--- src/hw/rtl/gpl_pkg.sv ---
`timescale 1ns / 1ps

package gpl_pkg;

  localparam int POINT_W            = 32;
  localparam int POS_W              = 8;
  localparam int CHAN_W             = 8;
  localparam int NUM_CHAN           = 3;
  localparam int COUNT_W            = 3;
  localparam int CFG_IDX_W          = 3;
  localparam int NUM_W              = 2 * CHAN_W;
  localparam int DIV_BITS           = 2;
  localparam int DIV_STAGES         = CHAN_W / DIV_BITS;
  localparam int DEFAULT_MAX_POINTS = 7;

  localparam logic [CFG_IDX_W-1:0] REG_POINT_COUNT = CFG_IDX_W'(0);
  localparam int                   REG_POINT_BASE  = 1;

  localparam logic [COUNT_W-1:0] COUNT_RESET  = COUNT_W'(2);
  localparam logic [POINT_W-1:0] POINT1_RESET = {POINT_W{1'b1}};

  typedef logic [CHAN_W-1:0]               chan_t;
  typedef logic [NUM_CHAN-1:0][CHAN_W-1:0] colour_t;
  typedef logic [NUM_CHAN-1:0][NUM_W-1:0]  wide_t;

  function automatic logic [POS_W-1:0] pt_pos(input logic [POINT_W-1:0] p);
    return p[POINT_W-1 -: POS_W];
  endfunction

  function automatic colour_t pt_colour(input logic [POINT_W-1:0] p);
    colour_t col;
    for (int c = 0; c < NUM_CHAN; c++) begin
      col[c] = p[NUM_CHAN*CHAN_W-1-c*CHAN_W -: CHAN_W];
    end
    return col;
  endfunction

endpackage

--- src/hw/rtl/gpl_if.sv ---
`timescale 1ns / 1ps

interface gpl_in_if import gpl_pkg::*; ();
  logic                valid;
  logic                ready;
  logic [POS_W-1:0]    intensity;

  modport source (output valid, output intensity, input ready);
  modport sink   (input valid, input intensity, output ready);
endinterface

interface gpl_out_if import gpl_pkg::*; ();
  logic                valid;
  logic                ready;
  chan_t               chan_zero;
  chan_t               chan_one;
  chan_t               chan_two;
  logic                empty_error;

  modport source (output valid, output chan_zero, output chan_one, output chan_two,
                  output empty_error, input ready);
  modport sink   (input valid, input chan_zero, input chan_one, input chan_two,
                  input empty_error, output ready);
endinterface

--- src/hw/rtl/gradient_palette_lookup.sv ---
`timescale 1ns / 1ps
// Throughput: one request per cycle unless the output stalls; an eight-stage
// pipeline with a valid bit per stage, where a stalled stage holds and an empty
// stage still takes new data. Reset clears every valid bit and returns the
// palette registers to their defaults.

module gradient_palette_lookup import gpl_pkg::*; #(
  parameter int MAX_POINTS = DEFAULT_MAX_POINTS
) (
  input  logic                 clk,
  input  logic                 rst,
  input  logic                 cfg_we,
  input  logic [CFG_IDX_W-1:0] cfg_index,
  input  logic [POINT_W-1:0]   cfg_data,
  gpl_in_if.sink               pix_in,
  gpl_out_if.source            pix_out
);

  localparam int SEL_W  = $clog2(MAX_POINTS);
  localparam int STAGES = 4 + DIV_STAGES;

  logic [COUNT_W-1:0] point_count;
  logic [POINT_W-1:0] points [MAX_POINTS];

  always_ff @(posedge clk) begin
    if (rst) begin
      point_count <= COUNT_RESET;
      for (int i = 0; i < MAX_POINTS; i++) begin
        points[i] <= (i == 1) ? POINT1_RESET : '0;
      end
    end else if (cfg_we) begin
      if (cfg_index == REG_POINT_COUNT) begin
        point_count <= cfg_data[COUNT_W-1:0];
      end
      for (int i = 0; i < MAX_POINTS; i++) begin
        if (cfg_index == CFG_IDX_W'(REG_POINT_BASE + i)) begin
          points[i] <= cfg_data;
        end
      end
    end
  end

  logic [STAGES-1:0] vld;
  logic [STAGES:0]   rdy;

  always_comb begin
    rdy[STAGES] = pix_out.ready;
    for (int k = STAGES - 1; k >= 0; k--) begin
      rdy[k] = !vld[k] || rdy[k+1];
    end
  end

  assign pix_in.ready = rdy[0];

  always_ff @(posedge clk) begin
    if (rst) begin
      vld <= '0;
    end else begin
      for (int k = 0; k < STAGES; k++) begin
        if (rdy[k]) begin
          vld[k] <= (k == 0) ? pix_in.valid : vld[k-1];
        end
      end
    end
  end

  // Search for the first point in use whose position exceeds the intensity.
  logic [COUNT_W-1:0] n_eff;
  logic               empty;
  logic               found;
  logic [SEL_W-1:0]   first;
  logic [SEL_W-1:0]   sel;
  logic [SEL_W-1:0]   sel_prev;
  logic               direct0;

  assign n_eff = (point_count > COUNT_W'(MAX_POINTS)) ? COUNT_W'(MAX_POINTS) : point_count;
  assign empty = (n_eff == '0);

  always_comb begin
    found = 1'b0;
    first = '0;
    for (int i = MAX_POINTS - 1; i >= 0; i--) begin
      if ((COUNT_W'(i) < n_eff) && (pix_in.intensity < pt_pos(points[i]))) begin
        found = 1'b1;
        first = SEL_W'(i);
      end
    end
    sel      = found ? first : SEL_W'(n_eff - COUNT_W'(1));
    sel_prev = (sel == '0) ? '0 : sel - SEL_W'(1);
    direct0  = empty || !found || (sel == '0);
  end

  logic [POS_W-1:0]   s1_v;
  logic [POINT_W-1:0] s1_cur;
  logic [POINT_W-1:0] s1_prev;
  logic               s1_direct;
  logic               s1_empty;

  always_ff @(posedge clk) begin
    if (rdy[0]) begin
      s1_v      <= pix_in.intensity;
      s1_cur    <= empty ? '0 : points[sel];
      s1_prev   <= empty ? '0 : points[sel_prev];
      s1_direct <= direct0;
      s1_empty  <= empty;
    end
  end

  logic [POS_W-1:0] pos1;
  logic [POS_W-1:0] pprev1;

  assign pos1   = pt_pos(s1_cur);
  assign pprev1 = pt_pos(s1_prev);

  logic [POS_W-1:0] s2_d;
  logic [POS_W-1:0] s2_a;
  logic [POS_W-1:0] s2_b;
  colour_t          s2_cur;
  colour_t          s2_prev;
  logic             s2_direct;
  logic             s2_empty;

  always_ff @(posedge clk) begin
    if (rdy[1]) begin
      s2_d      <= (pos1 > pprev1) ? pos1 - pprev1 : '0;
      s2_a      <= s1_v - pprev1;
      s2_b      <= pos1 - s1_v;
      s2_cur    <= pt_colour(s1_cur);
      s2_prev   <= pt_colour(s1_prev);
      s2_direct <= s1_direct || (pos1 <= pprev1) || (s1_v < pprev1);
      s2_empty  <= s1_empty;
    end
  end

  wide_t            s3_pa;
  wide_t            s3_pb;
  logic [POS_W-1:0] s3_d;
  colour_t          s3_cur;
  logic             s3_direct;
  logic             s3_empty;

  always_ff @(posedge clk) begin
    if (rdy[2]) begin
      for (int c = 0; c < NUM_CHAN; c++) begin
        s3_pa[c] <= NUM_W'(s2_cur[c]) * NUM_W'(s2_a);
        s3_pb[c] <= NUM_W'(s2_prev[c]) * NUM_W'(s2_b);
      end
      s3_d      <= s2_d;
      s3_cur    <= s2_cur;
      s3_direct <= s2_direct;
      s3_empty  <= s2_empty;
    end
  end

  // Restoring division, two quotient bits per stage; the quotient never exceeds 255.
  wide_t            dv_rem    [DIV_STAGES+1];
  colour_t          dv_q      [DIV_STAGES+1];
  logic [POS_W-1:0] dv_d      [DIV_STAGES+1];
  colour_t          dv_cur    [DIV_STAGES+1];
  logic             dv_direct [DIV_STAGES+1];
  logic             dv_empty  [DIV_STAGES+1];

  always_ff @(posedge clk) begin
    if (rdy[3]) begin
      for (int c = 0; c < NUM_CHAN; c++) begin
        dv_rem[0][c] <= s3_pa[c] + s3_pb[c];
      end
      dv_q[0]      <= '0;
      dv_d[0]      <= s3_d;
      dv_cur[0]    <= s3_cur;
      dv_direct[0] <= s3_direct;
      dv_empty[0]  <= s3_empty;
    end
  end

  for (genvar s = 1; s <= DIV_STAGES; s++) begin : g_div
    wide_t   rem_next;
    colour_t q_next;

    always_comb begin
      int               j;
      logic [NUM_W-1:0] trial;
      rem_next = dv_rem[s-1];
      q_next   = dv_q[s-1];
      for (int c = 0; c < NUM_CHAN; c++) begin
        for (int t = 0; t < DIV_BITS; t++) begin
          j     = CHAN_W - 1 - (s - 1) * DIV_BITS - t;
          trial = NUM_W'(dv_d[s-1]) << j;
          if (rem_next[c] >= trial) begin
            rem_next[c]  = rem_next[c] - trial;
            q_next[c][j] = 1'b1;
          end
        end
      end
    end

    always_ff @(posedge clk) begin
      if (rdy[3+s]) begin
        dv_rem[s]    <= rem_next;
        dv_q[s]      <= q_next;
        dv_d[s]      <= dv_d[s-1];
        dv_cur[s]    <= dv_cur[s-1];
        dv_direct[s] <= dv_direct[s-1];
        dv_empty[s]  <= dv_empty[s-1];
      end
    end
  end

  colour_t out_col;

  assign out_col = dv_direct[DIV_STAGES] ? dv_cur[DIV_STAGES] : dv_q[DIV_STAGES];

  assign pix_out.valid       = vld[STAGES-1];
  assign pix_out.chan_zero   = out_col[0];
  assign pix_out.chan_one    = out_col[1];
  assign pix_out.chan_two    = out_col[2];
  assign pix_out.empty_error = dv_empty[DIV_STAGES];

endmodule

--- src/flat_wrapper.sv ---
// flat-port wrapper written by rule: the top's interface ports become plain ports
module gradient_palette_lookup_flat import gpl_pkg::*;
#(
  parameter int MAX_POINTS = DEFAULT_MAX_POINTS
)
  (clk, rst, cfg_we, cfg_index, cfg_data, pix_in_valid, pix_in_intensity, pix_in_ready, pix_out_valid, pix_out_chan_zero, pix_out_chan_one, pix_out_chan_two, pix_out_empty_error, pix_out_ready);
  gpl_in_if pix_in_i ();
  gpl_out_if pix_out_i ();
  input  logic clk;
  input  logic rst;
  input  logic cfg_we;
  input  logic [CFG_IDX_W-1:0] cfg_index;
  input  logic [POINT_W-1:0] cfg_data;
  input wire logic [$bits(pix_in_i.valid)-1:0] pix_in_valid;
  input wire logic [$bits(pix_in_i.intensity)-1:0] pix_in_intensity;
  output wire logic [$bits(pix_in_i.ready)-1:0] pix_in_ready;
  output wire logic [$bits(pix_out_i.valid)-1:0] pix_out_valid;
  output wire logic [$bits(pix_out_i.chan_zero)-1:0] pix_out_chan_zero;
  output wire logic [$bits(pix_out_i.chan_one)-1:0] pix_out_chan_one;
  output wire logic [$bits(pix_out_i.chan_two)-1:0] pix_out_chan_two;
  output wire logic [$bits(pix_out_i.empty_error)-1:0] pix_out_empty_error;
  input wire logic [$bits(pix_out_i.ready)-1:0] pix_out_ready;
  assign pix_in_i.valid = pix_in_valid;
  assign pix_in_i.intensity = pix_in_intensity;
  assign pix_in_ready = pix_in_i.ready;
  assign pix_out_valid = pix_out_i.valid;
  assign pix_out_chan_zero = pix_out_i.chan_zero;
  assign pix_out_chan_one = pix_out_i.chan_one;
  assign pix_out_chan_two = pix_out_i.chan_two;
  assign pix_out_empty_error = pix_out_i.empty_error;
  assign pix_out_i.ready = pix_out_ready;
  gradient_palette_lookup #(.MAX_POINTS(MAX_POINTS)) u_core (.clk(clk), .rst(rst), .cfg_we(cfg_we), .cfg_index(cfg_index), .cfg_data(cfg_data), .pix_in(pix_in_i), .pix_out(pix_out_i));
endmodule
--- config.mk ---
export PLATFORM = sky130hd
export DESIGN_NAME = gradient_palette_lookup_flat
export DESIGN_NICKNAME = d
export VERILOG_FILES = /design/src/hw/rtl/gpl_pkg.sv /design/src/hw/rtl/gpl_if.sv /design/src/hw/rtl/gradient_palette_lookup.sv /design/src/flat_wrapper.sv
export SDC_FILE = /design/constraint.sdc
export NUM_CORES = 2
export LEC_CHECK = 0
export ABC_CLOCK_PERIOD_IN_PS = 10470
export CORE_MARGIN = 4
export CORE_UTILIZATION = 61
export CTS_CLUSTER_DIAMETER = 40
export DETAILED_ROUTE_END_ITERATION = 8
export DONT_BUFFER_PORTS = 1
export GPL_ROUTABILITY_DRIVEN = 0
export PLACE_DENSITY = 0.77
export SYNTH_ARGS = -nofsm -noshare
export SYNTH_HDL_FRONTEND = slang
export SYNTH_SLANG_ARGS = --single-unit
--- constraint.sdc ---
create_clock -name clk -period 10.47 [get_ports clk]
set_clock_uncertainty 0.05 [all_clocks]
set_input_delay 2.094 -clock clk [delete_from_list [all_inputs] [get_ports clk]]
set_output_delay 2.094 -clock clk [all_outputs]
set_load 0.05 [all_outputs]
# After elaboration in Yosys (flattened, before gate mapping)
# Memories as Yosys holds them, arrays and structs flattened. A register that Yosys moved wholly into a read port is not among the register bits.
# Index checks and enable logic that the tools add are counted.
[word_totals]
memories = 7
mem_bits_rw = 754
output_inout_bits = 27
ff_bits = 225
inputBits = 48
[mem_list]
columns = ["memory", "depth", "width", "read_ports", "rd_clocked_by_memory_dff", "wr", "line_no", "rtl"]
rows = [
  ["u_core.dv_rem", 5, 48, 4, 0, 5, "gradient_palette_lookup.sv:156", "wide_t dv_rem [DIV_STAGES+1];"],
  ["u_core.points", 7, 32, 9, 2, 7, "gradient_palette_lookup.sv:23", "logic [POINT_W-1:0] points [MAX_POINTS];"],
  ["u_core.dv_cur", 5, 24, 5, 0, 5, "gradient_palette_lookup.sv:159", "colour_t dv_cur [DIV_STAGES+1];"],
  ["u_core.dv_q", 5, 24, 5, 0, 5, "gradient_palette_lookup.sv:157", "colour_t dv_q [DIV_STAGES+1];"],
  ["u_core.dv_d", 5, 8, 4, 0, 5, "gradient_palette_lookup.sv:158", "logic [POS_W-1:0] dv_d [DIV_STAGES+1];"],
  ["u_core.dv_direct", 5, 1, 5, 0, 5, "gradient_palette_lookup.sv:160", "logic dv_direct [DIV_STAGES+1];"],
  ["1 more memories", "n/a", "n/a", "n/a", "n/a", "n/a", "n/a", ""],
]
[op_classes]
eq_ne = 7
addsub = 32
bitwise_logic = 7
reduce_logical = 32
mul = 6
order_cmp = 42
n_mux = 113
[op_table]
columns = ["operator", "count"]
rows = [
  ["$mux 16", 24],
  ["$mux 32", 7],
  ["$mul 8x8->16", 6],
  ["$mux 1", 71],
  ["$lt 8x8->1", 8],
  ["$add 16x16->16", 3],
  ["$ge 16x10->1", 3],
  ["$ge 16x11->1", 3],
  ["$ge 16x12->1", 3],
  ["$ge 16x13->1", 3],
  ["$ge 16x14->1", 3],
  ["$ge 16x15->1", 3],
  ["$ge 16x8->1", 3],
  ["$ge 16x9->1", 3],
  ["$sub 16x10->16", 3],
  ["$sub 16x11->16", 3],
  ["$sub 16x12->16", 3],
  ["$sub 16x13->16", 3],
  ["$sub 16x14->16", 3],
  ["$sub 16x15->16", 3],
  ["$sub 16x8->16", 3],
  ["$sub 16x9->16", 3],
  ["$mux 3", 10],
  ["$mux 24", 1],
  ["17 further kinds", 61],
]

# Longest topological paths before layout
[logic_depth]
ltp_word = 14
depth_mapped = 22
mapped_depth_nobuf = 20

# Worst setup path after synthesis
# OpenSTA, ideal clock, no wires.
[synth_path]
kind = "input to output"
from = "in pix_out_ready"
to = "out pix_in_ready"
required_time_ns = 8.326
setup_slack_ns = 1.676
arrival_time_ns = 6.650
stages = 6
cell_sequence = "nor2b_1 -> and2_1 -> and3_1 -> clkbuf_1 -> nand4_1 -> or2_2"
[synth_via]
elab_chain_len = 8
[synth_rtl]
columns = ["element", "line_no", "rtl"]
rows = [
  ["start: declaration", "flat_wrapper.sv:22", "input wire logic [$bits(pix_out_i.ready)-1:0] pix_out_ready;"],
  ["$logic_or 1x1->1 (7 in series)", "gradient_palette_lookup.sv:49", "rdy[k] = !vld[k] || rdy[k+1];"],
  ["net u_core.rdy[1]", "gradient_palette_lookup.sv:44", "logic [STAGES:0] rdy;"],
  ["$logic_or 1x1->1", "gradient_palette_lookup.sv:49", ""],
  ["end: declaration", "flat_wrapper.sv:16", "output wire logic [$bits(pix_in_i.ready)-1:0] pix_in_ready;"],
]
# The timed path passes the listed nets, and every way through them passes these cells.

# Worst setup path in the final report
[layout_path]
from = "in pix_in_intensity[7]"
to = "reg u_core.s1_prev[13] (read register of u_core.points) (data pin)"
[layout_via]
elab_chain_len = 12
word_cells_on_any_way = 32
cone_classes = "add/sub (1); order compare (7); mux (16); reduce/logical (8)"
[layout_rtl]
columns = ["element", "line_no", "rtl"]
rows = [
  ["start: declaration", "flat_wrapper.sv:15", "input wire logic [$bits(pix_in_i.intensity)-1:0] pix_in_intensity;"],
  ["$lt 8x8->1", "gradient_palette_lookup.sv:83", "if ((COUNT_W'(i) < n_eff) && (pix_in.intensity < pt_pos(points[i]))) begin"],
  ["$logic_and 1x1->1", "gradient_palette_lookup.sv:83", ""],
  ["$mux 1 / $mux 3 (equally long branches) (7 in series)", "gradient_palette_lookup.sv:83", ""],
  ["$mux 3 (*)", "gradient_palette_lookup.sv:88", "sel = found ? first : SEL_W'(n_eff - COUNT_W'(1));"],
  ["$sub 3x1->3 / $logic_not 3->1 (equally long branches)", "gradient_palette_lookup.sv:89", "sel_prev = (sel == '0) ? '0 : sel - SEL_W'(1);"],
  ["$mux 3 (*)", "gradient_palette_lookup.sv:89", ""],
  ["end: declaration", "gradient_palette_lookup.sv:95", "logic [POINT_W-1:0] s1_prev;"],
]
# Every way passes the cells marked *; elsewhere a longest branch is shown, timed or not.
# A chain may end at the register's enable or synchronous reset.

==> qor.json <==
{
  "yosys": {
    "synthesis.nets": 6171,
    "ys_seq_area_share_pct": 45.5,
    "synthFlopType": "edfxtp_1",
    "synthesis.instances": 5351,
    "postSynthRegisterBits": 927,
    "synthDominantCellAreaShare_pct": 45.1,
    "synth_compound_area_share_pct": 9.47,
    "synth-xor-area-share_pct": 3.42,
    "count_of_synthesis_stage_warnings_from_yosys": 0,
    "synthArstFlopShare_pct": 0,
    "postSynthAreaPerCell_sq_um": 11.4,
    "yosys.area_share.adder_pct": 18.8,
    "synthMuxAreaShare_pct": 5.02,
    "yosys.area.top_type": "edfxtp_1",
    "synth-edff-count": 916,
    "dominant_combinational_cell_family_by_area_after_synthesis": "adder cells",
    "netlist-cell-type-count": 90,
    "post_synth_and_or_nand_nor_area_fraction_pct": 13.0,
    "synth.area.top_cells": "edfxtp_1 45%, ha_1 11%, fa_1 8.0%",
    "syn_area_sq_um": 60900
  },
  "clock_network": {
    "path_clk_slew_ps": 60,
    "cts_post_setup_buffers_inserted": 0,
    "cts.sinks": 927,
    "cts-root-to-sink-buffers": 3,
    "clock_tree.htree_level_count": 3,
    "clkLatencyLatePin_ps": 730,
    "clock_root_buffer": "clkbuf_16",
    "cts.hold.buffers_added": 0,
    "cts_resized": 0,
    "cts_bufs_inserted": 120,
    "tritoncts": "built"
  },
  "final_layout": {
    "net_count_reported_at_finish": 6193,
    "most_frequent_cells_in_the_layout": "916 x edfxtp_1, 599 x inv_1, 529 x ha_1",
    "layout.area.seq_sq_um": 27700,
    "layout-drive-gt1-share_pct": 7.96,
    "areaGrowthSynthToFinish_pct": 9.02,
    "mostFrequentLayoutCell": "edfxtp_1",
    "multi_input_comb_area_sq_um": 30400,
    "final.fill_count": 7034
  },
  "worst_hold_path": {
    "timing.hold.worst_endpoint": "u_core.dv_cur[0][4]",
    "min_delay_path_depth": 0,
    "worst_hold_path_type": "register to register",
    "worst_hold_startpoint": "u_core.s3_cur[4]"
  },
  "floorplanning": {
    "die_area_sq_um": 105000,
    "rows": 115,
    "floorplan_die_height_microns": 324,
    "die-width_microns": 324,
    "initial_core_util_pct": 61.7,
    "io-pin-count": 75,
    "core_area_sq_um": 98700
  },
  "setup_path": {
    "timing.critical_path.arrival_ps": 7120,
    "setup.worst_path.start_class": "input port",
    "setup.worst_path.start": "pix_in_intensity[7]",
    "r2r-start": "u_core.dv_d[0][17]",
    "endpoint_kind": "register",
    "regToRegEndpoint": "u_core.dv_rem[0][163]",
    "crit_fanout": 42,
    "reg2reg_depth": 19,
    "criticalPathCategory": "input port to register",
    "rrSetupSlack_ps": 3980,
    "worstPathRequired_ps": 10880
  },
  "sta": {
    "rsz0062_at_grt": "no",
    "fmax_mhz": 149,
    "min_period_over_period_pct": 64.1,
    "worst_slew_pin_slew_ps": 1220,
    "slew_headroom_pct": 18.3,
    "fin_crit_ps": 6720,
    "timing.final.hold_violations": 0,
    "setup_viol": 0,
    "maxSlewViolCount": 0,
    "final.setup.tns_ps": 0
  },
  "placed_design": {
    "dp.final_hpwl_mm": 101,
    "port_buffers": 0
  },
  "routing": {
    "wl_per_cell_microns": 20.8,
    "detail_route.drc_violations": 0,
    "wl_mm": 141,
    "detail_route.vias_per_cell": 6.01,
    "drt_iter0_drc": 3324,
    "drt.antenna.violating_nets": 0,
    "detailedRoute.firstPassIterationCount": 6,
    "route.vias.total": 40700
  },
  "grt": {
    "grt_pass1_wl_mm": 221,
    "number_of_antenna_violations_at_the_first_check_in_global_routing": 3,
    "first_global_vias": 40800,
    "global_route.usage.total_pct": 27.0,
    "maximum_number_of_pins_on_one_net_before_global_route_repair": 82,
    "grt_overflow": 0
  },
  "job": {
    "timing.max_cap.violations": 0
  },
  "outcome": {
    "result_of_the_run": "complete, no violations"
  }
}
cell families (layout without fill, tap and decap cells):
family | Yosys count | count (layout)
mux | 234 | 234
flops | 927 | 927
simple gates | 1563 | 1563
other cells | 0 | 1
compound gates | 871 | 871
fa+ha+maj | 772 | 772
xor+xnor | 238 | 238
buf+inv | 746 | 873
flip-flops by register name, summed over array words and instances, names as in the netlist, 24 cells and up:
| name | flops |
|---|---|
| u_core.points | 224 |
| u_core.dv_rem | 192 |
| u_core.dv_cur | 120 |
| u_core.dv_q | 60 |
| u_core.s3_pa | 48 |
| u_core.s3_pb | 48 |
| u_core.dv_d | 32 |
| u_core.s1_cur | 32 |
| u_core.s1_prev | 32 |
| u_core.s2_cur | 24 |
| u_core.s2_prev | 24 |
| u_core.s3_cur | 24 |
worst max path at each step:
stage / endpoint / slack, ps / cells after the start
global route: u_core.dv_rem[0][163] / 3280 / 19
floorplan: pix_in_ready / 1680 / 6
detailed placement: u_core.s1_prev[13] / 3120 / 15
global placement: u_core.s1_prev[7] / 3270 / 15
finish: u_core.s1_prev[13] / 3750 / 15
CTS: u_core.s1_prev[22] / 3920 / 15
final cells by class:
cell class | count | area share [%]
Multi-Input combinational cell | 3678 | 45.8
Sequential cell | 927 | 41.7
Clock buffer | 138 | 4.67
Inverter | 607 | 3.45
Tap cell | 1287 | 2.42
Clock inverter | 89 | 1.47
Timing Repair Buffer | 39 | 0.441
Antenna cell | 1 | 0.00377
stage by stage:
step / instances / hold slack [ps] / utilization, % / instance area, sq um / setup slack, ps
detailed placement: 6538 / 355 / 63.2 / 62400 / 3120
floorplan: 5351 / 350 / - / 60900 / 1680
global placement: 6538 / 350 / 63.2 / 62400 / 3270
CTS: 6765 / 363 / 67.3 / 66400 / 3920
finish: 6766 / 358 / 67.3 / 66400 / 3750
global route: 6765 / 362 / 67.3 / 66400 / 3280
cell usage after synthesis (89+ instances only):
library cell,instances
ha_1,529
xnor2_1,170
inv_1,602
edfxtp_1,916
o21ai_0,165
a21oi_1,253
clkbuf_1,112
nand2_1,272
fa_1,243
nor2_1,470
and2_1,348
mux2_2,89
mux2i_1,95
per-layer routing:
layer	track usage [%]	share of wire, %
met4	14.1	6.0
met1	32.3	37
met2	47.7	50
met5	0	0
met3	3.99	6.2
worst max-delay path, cell delays in order:
cell and delay [ps]:
ha_1 300, a2111oi_0 420, and3_1 280, a211oi_1 110, o31ai_1 440, a21oi_4 120
inv_4 480, ha_1 290, ha_1 820, inv_1 210, o311ai_4 120, buf_4 590
mux4_2 590, nor2_1 140, a211oi_1 60
Power is left out: the tool's default activity adds up to more than one toggle a clock period on the data nets, which glitch-free logic cannot reach.
